`src/design/isl_pkg.sv`:
```
// ----------------------------------------------------------------------------
// isl_pkg
// Types and constants shared by the indexed shift list core and its cells.
// ----------------------------------------------------------------------------
package isl_pkg;

  localparam int DATA_W  = 32;
  localparam int POS_W   = 6;
  localparam int COUNT_W = 7;
  localparam int GROUP   = 8;

  typedef enum logic [1:0] {
    MODE_INSERT = 2'd0,
    MODE_REMOVE = 2'd1,
    MODE_READ   = 2'd2,
    MODE_WRITE  = 2'd3
  } mode_t;

  typedef enum logic [1:0] {
    ST_OK    = 2'd0,
    ST_FULL  = 2'd1,
    ST_EMPTY = 2'd2,
    ST_RANGE = 2'd3
  } status_t;

  typedef enum logic [1:0] {
    CELL_HOLD   = 2'd0,
    CELL_INSERT = 2'd1,
    CELL_REMOVE = 2'd2,
    CELL_WRITE  = 2'd3
  } cell_op_t;

  typedef struct packed {
    cell_op_t op;
    logic     rd_en;
  } cell_ctrl_t;

endpackage

```
`src/design/isl_cell.sv`:
```
// ----------------------------------------------------------------------------
// isl_cell
// One slot of the list. It holds an entry and takes a new value from the
// write data or from a neighbor, and drives its entry onto the read tree.
// ----------------------------------------------------------------------------
module isl_cell #(
  parameter int IDX_W    = 7,
  parameter int CELL_IDX = 0
) (
  input  logic                      clk,
  input  isl_pkg::cell_ctrl_t       ctrl,
  input  logic [IDX_W-1:0]          idx,
  input  logic [isl_pkg::DATA_W-1:0] wr_data,
  input  logic [isl_pkg::DATA_W-1:0] left_data,
  input  logic [isl_pkg::DATA_W-1:0] right_data,
  output logic [isl_pkg::DATA_W-1:0] data,
  output logic [isl_pkg::DATA_W-1:0] rd_data
);
  import isl_pkg::*;

  localparam logic [IDX_W-1:0] MY_IDX = IDX_W'(CELL_IDX);

  logic [DATA_W-1:0] entry_r;
  logic [DATA_W-1:0] entry_nxt;
  logic              hit;
  logic              above;

  assign hit   = (idx == MY_IDX);
  assign above = (MY_IDX > idx);

  always_comb begin
    entry_nxt = entry_r;
    case (ctrl.op)
      CELL_INSERT: begin
        if (hit) begin
          entry_nxt = wr_data;
        end else if (above) begin
          entry_nxt = left_data;
        end
      end
      CELL_REMOVE: begin
        if (hit || above) begin
          entry_nxt = right_data;
        end
      end
      CELL_WRITE: begin
        if (hit) begin
          entry_nxt = wr_data;
        end
      end
      default: begin
        entry_nxt = entry_r;
      end
    endcase
  end

  always_ff @(posedge clk) begin
    entry_r <= entry_nxt;
  end

  assign data    = entry_r;
  assign rd_data = (ctrl.rd_en && hit) ? entry_r : '0;

endmodule

```
`config.mk`:
```
export PLATFORM = sky130hd
export DESIGN_NAME = isl_cell
export DESIGN_NICKNAME = d
export VERILOG_FILES = /design/src/design/isl_pkg.sv /design/src/design/isl_cell.sv
export SDC_FILE = /design/constraint.sdc
export NUM_CORES = 1
export LEC_CHECK = 0
export ABC_AREA = 1
export BUFFER_PORTS_ARGS = -buffer_cell sky130_fd_sc_hd__buf_2
export CAP_MARGIN = 30
export CORE_UTILIZATION = 39
export CTS_BUF_LIST = sky130_fd_sc_hd__clkbuf_16
export DETAILED_ROUTE_END_ITERATION = 6
export PLACE_DENSITY = 0.81
export SYNTH_ARGS = -nofsm -noshare
export SYNTH_HDL_FRONTEND = slang
export SYNTH_SLANG_ARGS = --single-unit
export TNS_END_PERCENT = 20
```
`constraint.sdc`:
```
create_clock -name clk -period 3.28 [get_ports clk]
set_input_delay 0.164 -clock clk [delete_from_list [all_inputs] [get_ports clk]]
set_output_delay 0.164 -clock clk [all_outputs]
set_load 0.02 [all_outputs]
```
**Yosys cells after proc, flatten, opt, wreduce, memory -nomap -nowiden**

Cells that the tools add are included.

- Magnitude comparators: 1
- Eq/ne operators: 6
- Multiplexer cells: 6
- Reduce and logical (&&, ||, !) cells: 5

Operators with widths:

| cell | number |
|---|---|
| 2-to-1 mux 32 bit | 5 |
| one-hot mux 32 bit (3 select lines) | 1 |
| > comparator 1 x 7 -> 1 bit (first input constant) | 1 |
| logical NOT 7 bit | 1 |
| == test 2 bit (second input constant) | 2 |
| inequality test 2 bit (second input constant) | 2 |
| AND reduction 4 bit | 1 |
| inequality test 3 bit (second input constant) | 1 |
| nonzero test 3 bit | 1 |
| == test 2 x 1 -> 1 bit (second input constant) | 1 |
| logical AND 1 bit | 1 |
| logical OR 1 bit | 1 |

- Flip-flop bits (word level): 32
- Input port bits: 107
- Output and inout port bits: 64

**Longest topological paths before layout**

Gate-level depths: netlist of the first run.

- Word-level depth: 4
- Mapped depth: 7
- Depth with buffers taken out: 6

**Worst setup path before layout of the first run**

OpenSTA, ideal clock, no wires.

- Path kind: input port to flip-flop
- Start point: input port idx[3]
- End point: register entry_r[0], in the netlist data[0], enable pin
- Library setup time: 470 ps
- Arrival time: 2960 ps
- Slack: -150 ps
- Stages on the path: 4
- Buffers on the path: 1
- Cell sequence: nor2_1 nand2_2 buf_2 a211oi_1

- Cells in the longest elaborated chain, start to end: 4
- Elaborated cells on any way between the ends: 7
- Classes of those cells: 1 x order compare; 3 x eq/ne; 3 x reduce/logical

Ends and longest elaborated chain:

| item | RTL line | text |
|---|---|---|
| from (decl) | isl_cell.sv:12 | `input logic [IDX_W-1:0] idx,` |
| > comparator 1 x 7 -> 1 bit / logical NOT 7 bit (equally long branches) | isl_cell.sv:29, isl_cell.sv:28 |  |
| logical OR 1 bit | isl_cell.sv:42 | `if (hit \|\| above) begin` |
| inequality test 2 bit (no source line) | n/a |  |
| AND reduction 4 bit (no source line) * | n/a |  |
| to (signal assigned) | isl_cell.sv:58 | `entry_r <= entry_nxt;` |
| to (decl) | isl_cell.sv:23 | `logic [DATA_W-1:0] entry_r;` |

Mark *: on every way between the ends. The rest lies on a longest branch, timed or not.
A chain may end at the register's enable or synchronous reset.

**Worst setup path in the final report of the first run**

- Start point: input port idx[2]
- End point: output port rd_data[0] (netlist bit)

- Cells in the longest elaborated chain, start to end: 3

Ends and longest elaborated chain:

| item | RTL line | text |
|---|---|---|
| logical NOT 7 bit | isl_cell.sv:28 | `assign hit = (idx == MY_IDX);` |
| logical AND 1 bit | isl_cell.sv:62 | `assign rd_data = (ctrl.rd_en && hit) ? entry_r : '0;` |
| 2-to-1 mux 32 bit | isl_cell.sv:62 |  |
| to (decl) | isl_cell.sv:17 | `output logic [isl_pkg::DATA_W-1:0] rd_data` |

No other way between the ends.

==> metrics.md, run 1 <==
| Metric | Value |
|---|---|
| Peak VDD IR | `0.194 mV` |
| Crit Path Class | `input port to output pin` |
| Final slew viol count | `0` |
| Min Tclk post-route | `around 2.4 ns` |
| Synth top area cells | `edfxtp_1 (35%), inv_1 (18%), nand3_1 (18%)` |
| Yosys cell types | `18` |
| Diode count | `0` |
| Crit. Startpoint | `idx[2]` |
| Gate Count Post-Synth | `427` |
| Clock sink count | `32` |
| Worst-Margin Slew | `0.918 ns` |
| Pwr/cell area | `~300 mW/mm^2` |
| Arrival @ worst endpoint | `around 2.3 ns` |
| RSZ-0062 raised after global routing | `false` |
| Hold Path Class | `input port to flip-flop` |
| # DRC | `0` |
| DP Wirelength | `between 5000 and 6000 um` |
| Main combinational cell family by area after synthesis | `simple AND/OR/NAND/NOR gates` |
| Final setup margin | `~0.84 ns` |
| FILL cells | `between 600 and 700` |
| Pwr Total | `about 1.1 mW` |
| P&R area growth vs syn | `36.4%` |
| Final Cycle Share | `between 70% and 80%` |
| Setup TNS | `0 ns` |
| Number of flops mapped to enable cells by yosys | `32` |
| H-tree levels | `2` |
| # nets final | `approximately 690` |
| GP Congestion | `slightly above 0.8` |
| TritonCTS clock tree | `yes` |
| Antenna viol nets, final | `0` |
| Syn nets | `534` |
| Layout cells sized above 1 | `32.7%` |
| WL/cell | `~12 um` |
| Avg Synthesized Cell Area | `~6.4 sq um` |
| Critical Path Fanout Max | `34` |
| I/O Pins | `171` |
| Highest clock rate | `about 0.41 GHz` |
| DRT Wirelength | `7880 um` |
| Yosys warns | `0` |
| Die Y | `about 86 um` |
| Core footprint | `approximately 0.0068 sq mm` |
| Final setup fails | `0` |
| Post-synthesis compound-gate area fraction | `a little under an eighth` |
| Post-synthesis mux area share | `0%` |
| Most instantiated cells after synthesis | `inv_1 (130), nand3_1 (96), o21ai_0 (59), nand2_1 (34), nor2_1 (34)` |
| Initial antenna violation count | `0` |
| Port Buffers | `between 150 and 200` |
| Maximum clock insertion buffer count | `2` |
| Max reg flops | `32` |
| Die X | `roughly 86 um` |
| Most frequent cell after synthesis | `inv_1` |
| CP Capture Type | `output pin` |
| Simple-Gate Fraction of Synth Area | `28.6%` |
| Initial DRC Count | `about 180` |
| Initial core utilization | `between 40 and 50%` |
| Synth top area share | `a little over a third` |
| Root Driver | `clkbuf_16` |
| Worst Path Required | `between 3 and 4 ns` |
| Largest net degree at the start of global routing | `35` |
| Post-Synth XOR/XNOR Area | `0%` |
| # rows | `30` |
| Vias in the first global route | `about 3000` |
| Vias per cell | `around 4.8` |
| Slew headroom | `about 39%` |
| Overall routing resource usage | `between 20% and 30%` |
| Final Hold Vio Count | `0` |
| DP Worst Slack | `roughly 0.84 ns` |
| First-pass GRT wire length | `between 10000 and 15000 um` |
| Initial DRT Pass Iterations | `5` |
| Post-CTS Setup Repair Bufs | `0` |
| Seq cells post-synth | `32` |
| P_leak | `2.16 nW` |
| DR vias | `about 3200` |
| # resized after CTS | `0` |
| CTS buffer count | `5` |
| CTS clk-pin slew, worst paths | `0.05 ns` |
| Status | `finished, final reports clean` |
| Die area | `0.00737 sq mm` |
| Post-Synth Adder-Cell Area | `0%` |
| Synth area leader | `edfxtp_1` |
| Synth Cell Area | `between 0.002 and 0.003 sq mm` |
| Worst setup endpoint | `rd_data[0]` |
| CP startpoint kind | `input port` |
| Quantity of hold-fixing buffers added after cts | `0` |
| Asr flop ratio synth | `0%` |
| Synth Flop Type | `edfxtp_1` |
| Maximum Capacitance Violations | `0` |
| GRT overflow | `0` |
| Post-synthesis sequential area ratio | `roughly a third` |
## worst min-delay path by stage
| stage | from | to | slack [ns] | cells past startpoint |
|---|---|---|---|---|
| 6_report | left_data[29] | data[29] | 0.27 | 5 |
| 5_1_grt | left_data[2] | data[2] | 0.30 | 5 |
| 4_1_cts | left_data[29] | data[29] | 0.26 | 5 |
| 3_5_place_dp | left_data[31] | data[31] | 0.55 | 5 |
| 3_3_place_gp | left_data[1] | data[1] | 0.54 | 5 |
| 2_1_floorplan | left_data[0] | data[0] | 0.44 | 4 |
## area by class of cell
cell class	instances	area, sq um	area share (%)
flip-flops and latches	32	961	25.7
multi-input cells	234	1120	30.0
clock inverters	3	18.8	0.502
clock buffers	5	125	3.34
well taps	96	120	3.21
repair buffers	174	893	23.9
inverters	133	499	13.3
## metal layers
metal  wire length [um]  track usage (%)
met2               4040             39.5
met5                  0                0
met4                 70             7.58
met3                657             3.66
met1               3110             24.7
## placed cells by master (no fill, tap or decap)
| cell type | synthesis | final |
|---|---|---|
| nor2_4 | 1 | 1 |
| clkinv_1 | 0 | 1 |
| edfxtp_1 | 32 | 32 |
| nand2_2 | 2 | 2 |
| buf_12 | 0 | 1 |
| o21ai_0 | 59 | 59 |
| clkbuf_16 | 0 | 5 |
| inv_1 | 130 | 130 |
| nor2_1 | 34 | 34 |
| a211oi_4 | 0 | 1 |
| nand3_1 | 96 | 96 |
| nand3_4 | 1 | 1 |
| clkinvlp_4 | 0 | 2 |
| buf_2 | 15 | 170 |
| inv_2 | 3 | 3 |
| buf_4 | 6 | 3 |
| o21ai_1 | 5 | 5 |
| nand2_1 | 34 | 34 |
| nor2_2 | 1 | 1 |
## kinds of logic after synthesis
logic type             after synthesis
AOI/OAI and AO/OA                   65
DFF                                 32
buffers and inverters              161
and+or+nand+nor                    169
## where the power goes
group / switching, mW / internal, mW
sequential: 0.00123 / 0.458
clock: 0.164 / 0.278
combinational: 0.120 / 0.0873
## worst max-delay path: stages
cell     delay [ns]
buf_2          0.10
nor2_1         0.12
nand2_2        0.38
inv_2          0.61
nand3_4        0.46
nor2_1         0.22
buf_2          0.19
## per-stage QoR
stage,cell area [sq um],hold slack (ns),cells,utilization (%)
2_1_floorplan,2750,0.444,427,-
3_3_place_gp,3600,0.543,669,52.9
3_5_place_dp,3600,0.549,669,52.9
4_1_cts,3740,0.264,677,55.1
5_1_grt,3740,0.301,677,55.1
6_report,3740,0.267,677,55.1
No activity file was read; power rests on OpenSTA's default activity.
==> run 2: changes to the inputs <==
--- a/config.mk
+++ b/config.mk
@@ -5,13 +5,13 @@
 export SDC_FILE = /design/constraint.sdc
 export NUM_CORES = 1
 export LEC_CHECK = 0
-export ABC_AREA = 1
+export ABC_AREA = 0
 export BUFFER_PORTS_ARGS = -buffer_cell sky130_fd_sc_hd__buf_2
 export CAP_MARGIN = 30
-export CORE_UTILIZATION = 39
+export CORE_UTILIZATION = 38
 export CTS_BUF_LIST = sky130_fd_sc_hd__clkbuf_16
 export DETAILED_ROUTE_END_ITERATION = 6
-export PLACE_DENSITY = 0.81
+export PLACE_DENSITY = 0.82
 export SYNTH_ARGS = -nofsm -noshare
 export SYNTH_HDL_FRONTEND = slang
 export SYNTH_SLANG_ARGS = --single-unit
==> constraint.sdc (replaced) <==
create_clock -name clk -period 2 [get_ports clk]
set_input_delay 0.1 -clock clk [delete_from_list [all_inputs] [get_ports clk]]
set_output_delay 0.1 -clock clk [all_outputs]
set_load 0.02 [all_outputs]
==> run 2 against run 1 <==
- final cell count shrank 27%
- total power increased by 59%
- hold slack got worse by 0.12 ns
- critical endpoint is now rd_data[15]
- critical path type unchanged
- clock-buffer cell count unchanged
- routed wire length is 5.2% lower
==> metrics.md, run 2 <==
| Metric | Value |
|---|---|
| Diode count | `0 (unchanged)` |
| Fin cells | `496 (-27%)` |
| Die X | `81.7 um (-4.9%)` |
| Synth Flop Type | `edfxtp_1` |
| Synth area leader | `edfxtp_1` |
| Worst Path Required | `1.90 ns (-1.22 ns)` |
| Worst-Margin Slew | `0.426 ns (-0.492 ns)` |
| CP max stage cell | `or4_1` |
| Avg Synthesized Cell Area | `9.10 sq um (+42%)` |
| Arrival @ worst endpoint | `1.67 ns (-0.61 ns)` |
| DR vias | `2678 (-17%)` |
| Setup TNS | `0 ns (unchanged)` |
| Yosys warns | `0 (unchanged)` |
| Final Cycle Share | `88.6%` |
| Post-CTS Setup Repair Bufs | `0 (unchanged)` |
| Peak VDD IR | `0.359 mV (+85%)` |
| Asr flop ratio synth | `0% (unchanged)` |
| Number of flops mapped to enable cells by yosys | `32 (unchanged)` |
| Area of the multi-input gates | `0.00130 sq mm (+15%)` |
| # DRC | `0 (unchanged)` |
| I/O Pins | `171 (unchanged)` |
| Seq cells post-synth | `32 (unchanged)` |
| Synth top area share | `39.8% (+4.8 points)` |
| Initial DRT Pass Iterations | `4 (-1)` |
| Final slew viol count | `0 (unchanged)` |
| Final setup fails | `0 (unchanged)` |
| Yosys cell types | `16 (-2)` |
| Most common cell after layout, fill and taps aside | `buf_2` |
| CTS clk-pin slew, worst paths | `0.05 ns (about the same)` |
| Vias in the first global route | `2375 (-19%)` |
| Hold slack | `0.151 ns (-0.116 ns)` |
| DP Wirelength | `5500 um (-3.4%)` |
| Slew headroom | `71.6% (+33 points)` |
| Status | `finished, final reports clean` |
| P&R area growth vs syn | `42.1%` |
| Synth top area cells | `edfxtp_1 (40%), a22oi_1 (10%), o211ai_1 (10%)` |
| Min Tclk post-route | `1.77 ns` |
| H-tree levels | `2 (unchanged)` |
| Die area | `0.00667 sq mm (-9.5%)` |
| # nets final | `528 (-23%)` |
| Initial DRC Count | `180 (-2.2%)` |
| FILL cells | `551 (-17%)` |
| Crit Path Class | `input port to output pin` |
| CP Capture Type | `output pin` |
| Quantity of hold-fixing buffers added after cts | `0 (unchanged)` |
| Final Hold Vio Count | `0 (unchanged)` |
| Met2 routed WL | `3760 um (-6.9%)` |
| DR WL met3 | `556 um (-15%)` |
| Layout cells sized above 1 | `45.4% (+13 points)` |
| CP top delay family | `simple AND/OR/NAND/NOR gates` |
| Crit. Startpoint | `idx[3]` |
| GP Congestion | `0.745 (-9.5%)` |
| HP Start | `right_data[9]` |
| Worst Hold Path EP | `data[9]` |
| Port Buffers | `170 (unchanged)` |
| P_leak | `1.59 nW (-26%)` |
| CTS buffer count | `5 (unchanged)` |
| Vias per cell | `5.40 (+14%)` |
| Gate Count Post-Synth | `265 (-38%)` |
| Largest net degree at the start of global routing | `34 (-2.9%)` |
| # resized after CTS | `0 (unchanged)` |
| Clock sink count | `32 (unchanged)` |
| Syn nets | `372 (-30%)` |
| Antenna viol nets, final | `0 (unchanged)` |
| Most frequent cell after synthesis | `nor2b_1` |
| Maximum clock insertion buffer count | `2 (unchanged)` |
| Post-synthesis sequential area ratio | `39.8% (+4.8 points)` |
| Die Y | `81.7 um (-4.9%)` |
| Max reg flops | `32 (unchanged)` |
| GRT overflow | `0 (unchanged)` |
| First-pass GRT wire length | `11000 um (-12%)` |
| Hold Path Class | `input port to flip-flop` |
| RSZ-0062 raised after global routing | `false` |
| WL/cell | `15.1 um (+29%)` |
| Max Used Layer | `met4` |
| Initial antenna violation count | `0 (unchanged)` |
| Initial core utilization | `40.0% (-0.34 points)` |
| Register area | `961 sq um (unchanged)` |
| DRT Wirelength | `7470 um (-5.2%)` |
| CP peak stage delay | `0.55 ns (-0.06 ns)` |
| Overall routing resource usage | `21.9% (+0.49 points)` |
| Critical Path Fanout Max | `24 (-29%)` |
| DP Cell Count | `489 (-27%)` |
| Highest clock rate | `approximately 0.56 GHz` |
| TritonCTS clock tree | `yes` |
| Synth Cell Area | `0.00241 sq mm (-12%)` |
| Maximum Capacitance Violations | `0 (unchanged)` |
| Core footprint | `0.00603 sq mm (-11%)` |
| Worst path cell trace | `buf_2 > or4_1 > buf_4 > nor2_2 > buf_4 > and3_1 > buf_2` |
| Pwr/cell area | `514 mW/mm^2 (+74%)` |
| Hold depth | `3 (-2)` |
| CP Buf/Inv Count | `4 (+1)` |
| # rows | `28 (-6.7%)` |
| Root Driver | `clkbuf_16` |
| M1 WL | `3030 um (-2.6%)` |
| CP startpoint kind | `input port` |
run 2: cell types whose count changed in the layout (fill, tap and decap cells not counted), sizes merged, moves of 32 or more:
cell	delta
nand3	-97
a22oi	+32
o21ai	-32
nor2b	+33
nor2	-33
and3	+32
nand2b	+32
inv	-132
o211ai	+32
nand2	-36
run 2: final cells by class:
type	instances	area share, %
Clock buffer	5	3.65
Clock inverter	2	0.256
Multi-Input combinational cell	200	37.9
Sequential cell	32	28.0
Tap cell	75	2.74
Timing Repair Buffer	182	27.5
run 2: cell families (layout without fill, tap and decap cells):
logic type             after synthesis  after routing  share of synthesized area, %
buffers and inverters               33            189                          6.90
and+or+nand+nor                    104            104                          26.7
DFF                                 32             32                          39.8
AOI/OAI and AO/OA                   96             96                          26.6
run 2: worst max path at each step:
stage / slack [ns] / cells past startpoint / end
after CTS: 0.22 / 7 / rd_data[15]
after global routing: 0.14 / 7 / rd_data[16]
after floorplan: -0.11 / 6 / data[0]
after global placement: 0.26 / 7 / rd_data[19]
final: 0.23 / 7 / rd_data[15]
after detailed placement: 0.22 / 7 / rd_data[15]
run 2: where the power goes:
| part | internal [mW] | switching, mW |
|---|---|---|
| registers | 0.752 | 0.00173 |
| clock network | 0.445 | 0.235 |
| logic | 0.168 | 0.161 |
run 2: through the flow:
stage                     power, mW  instance area, sq um  setup WS [ns]  util (%)
after global placement         1.08                  3290          0.257      54.7
final                          1.76                  3430          0.228      56.9
after floorplan               0.942                  2420         -0.108         -
after CTS                      1.78                  3430          0.223      56.9
after global routing           1.84                  3430          0.135      56.9
after detailed placement       1.09                  3290          0.223      54.7
run 2: layer usage:
metal / vias up / GRT usage (%)
met5: - / 0
met4: 0 / 7.54
met3: 12 / 3.67
met2: 136 / 40.4
met1: 1228 / 25.4
li1: 1302 / -
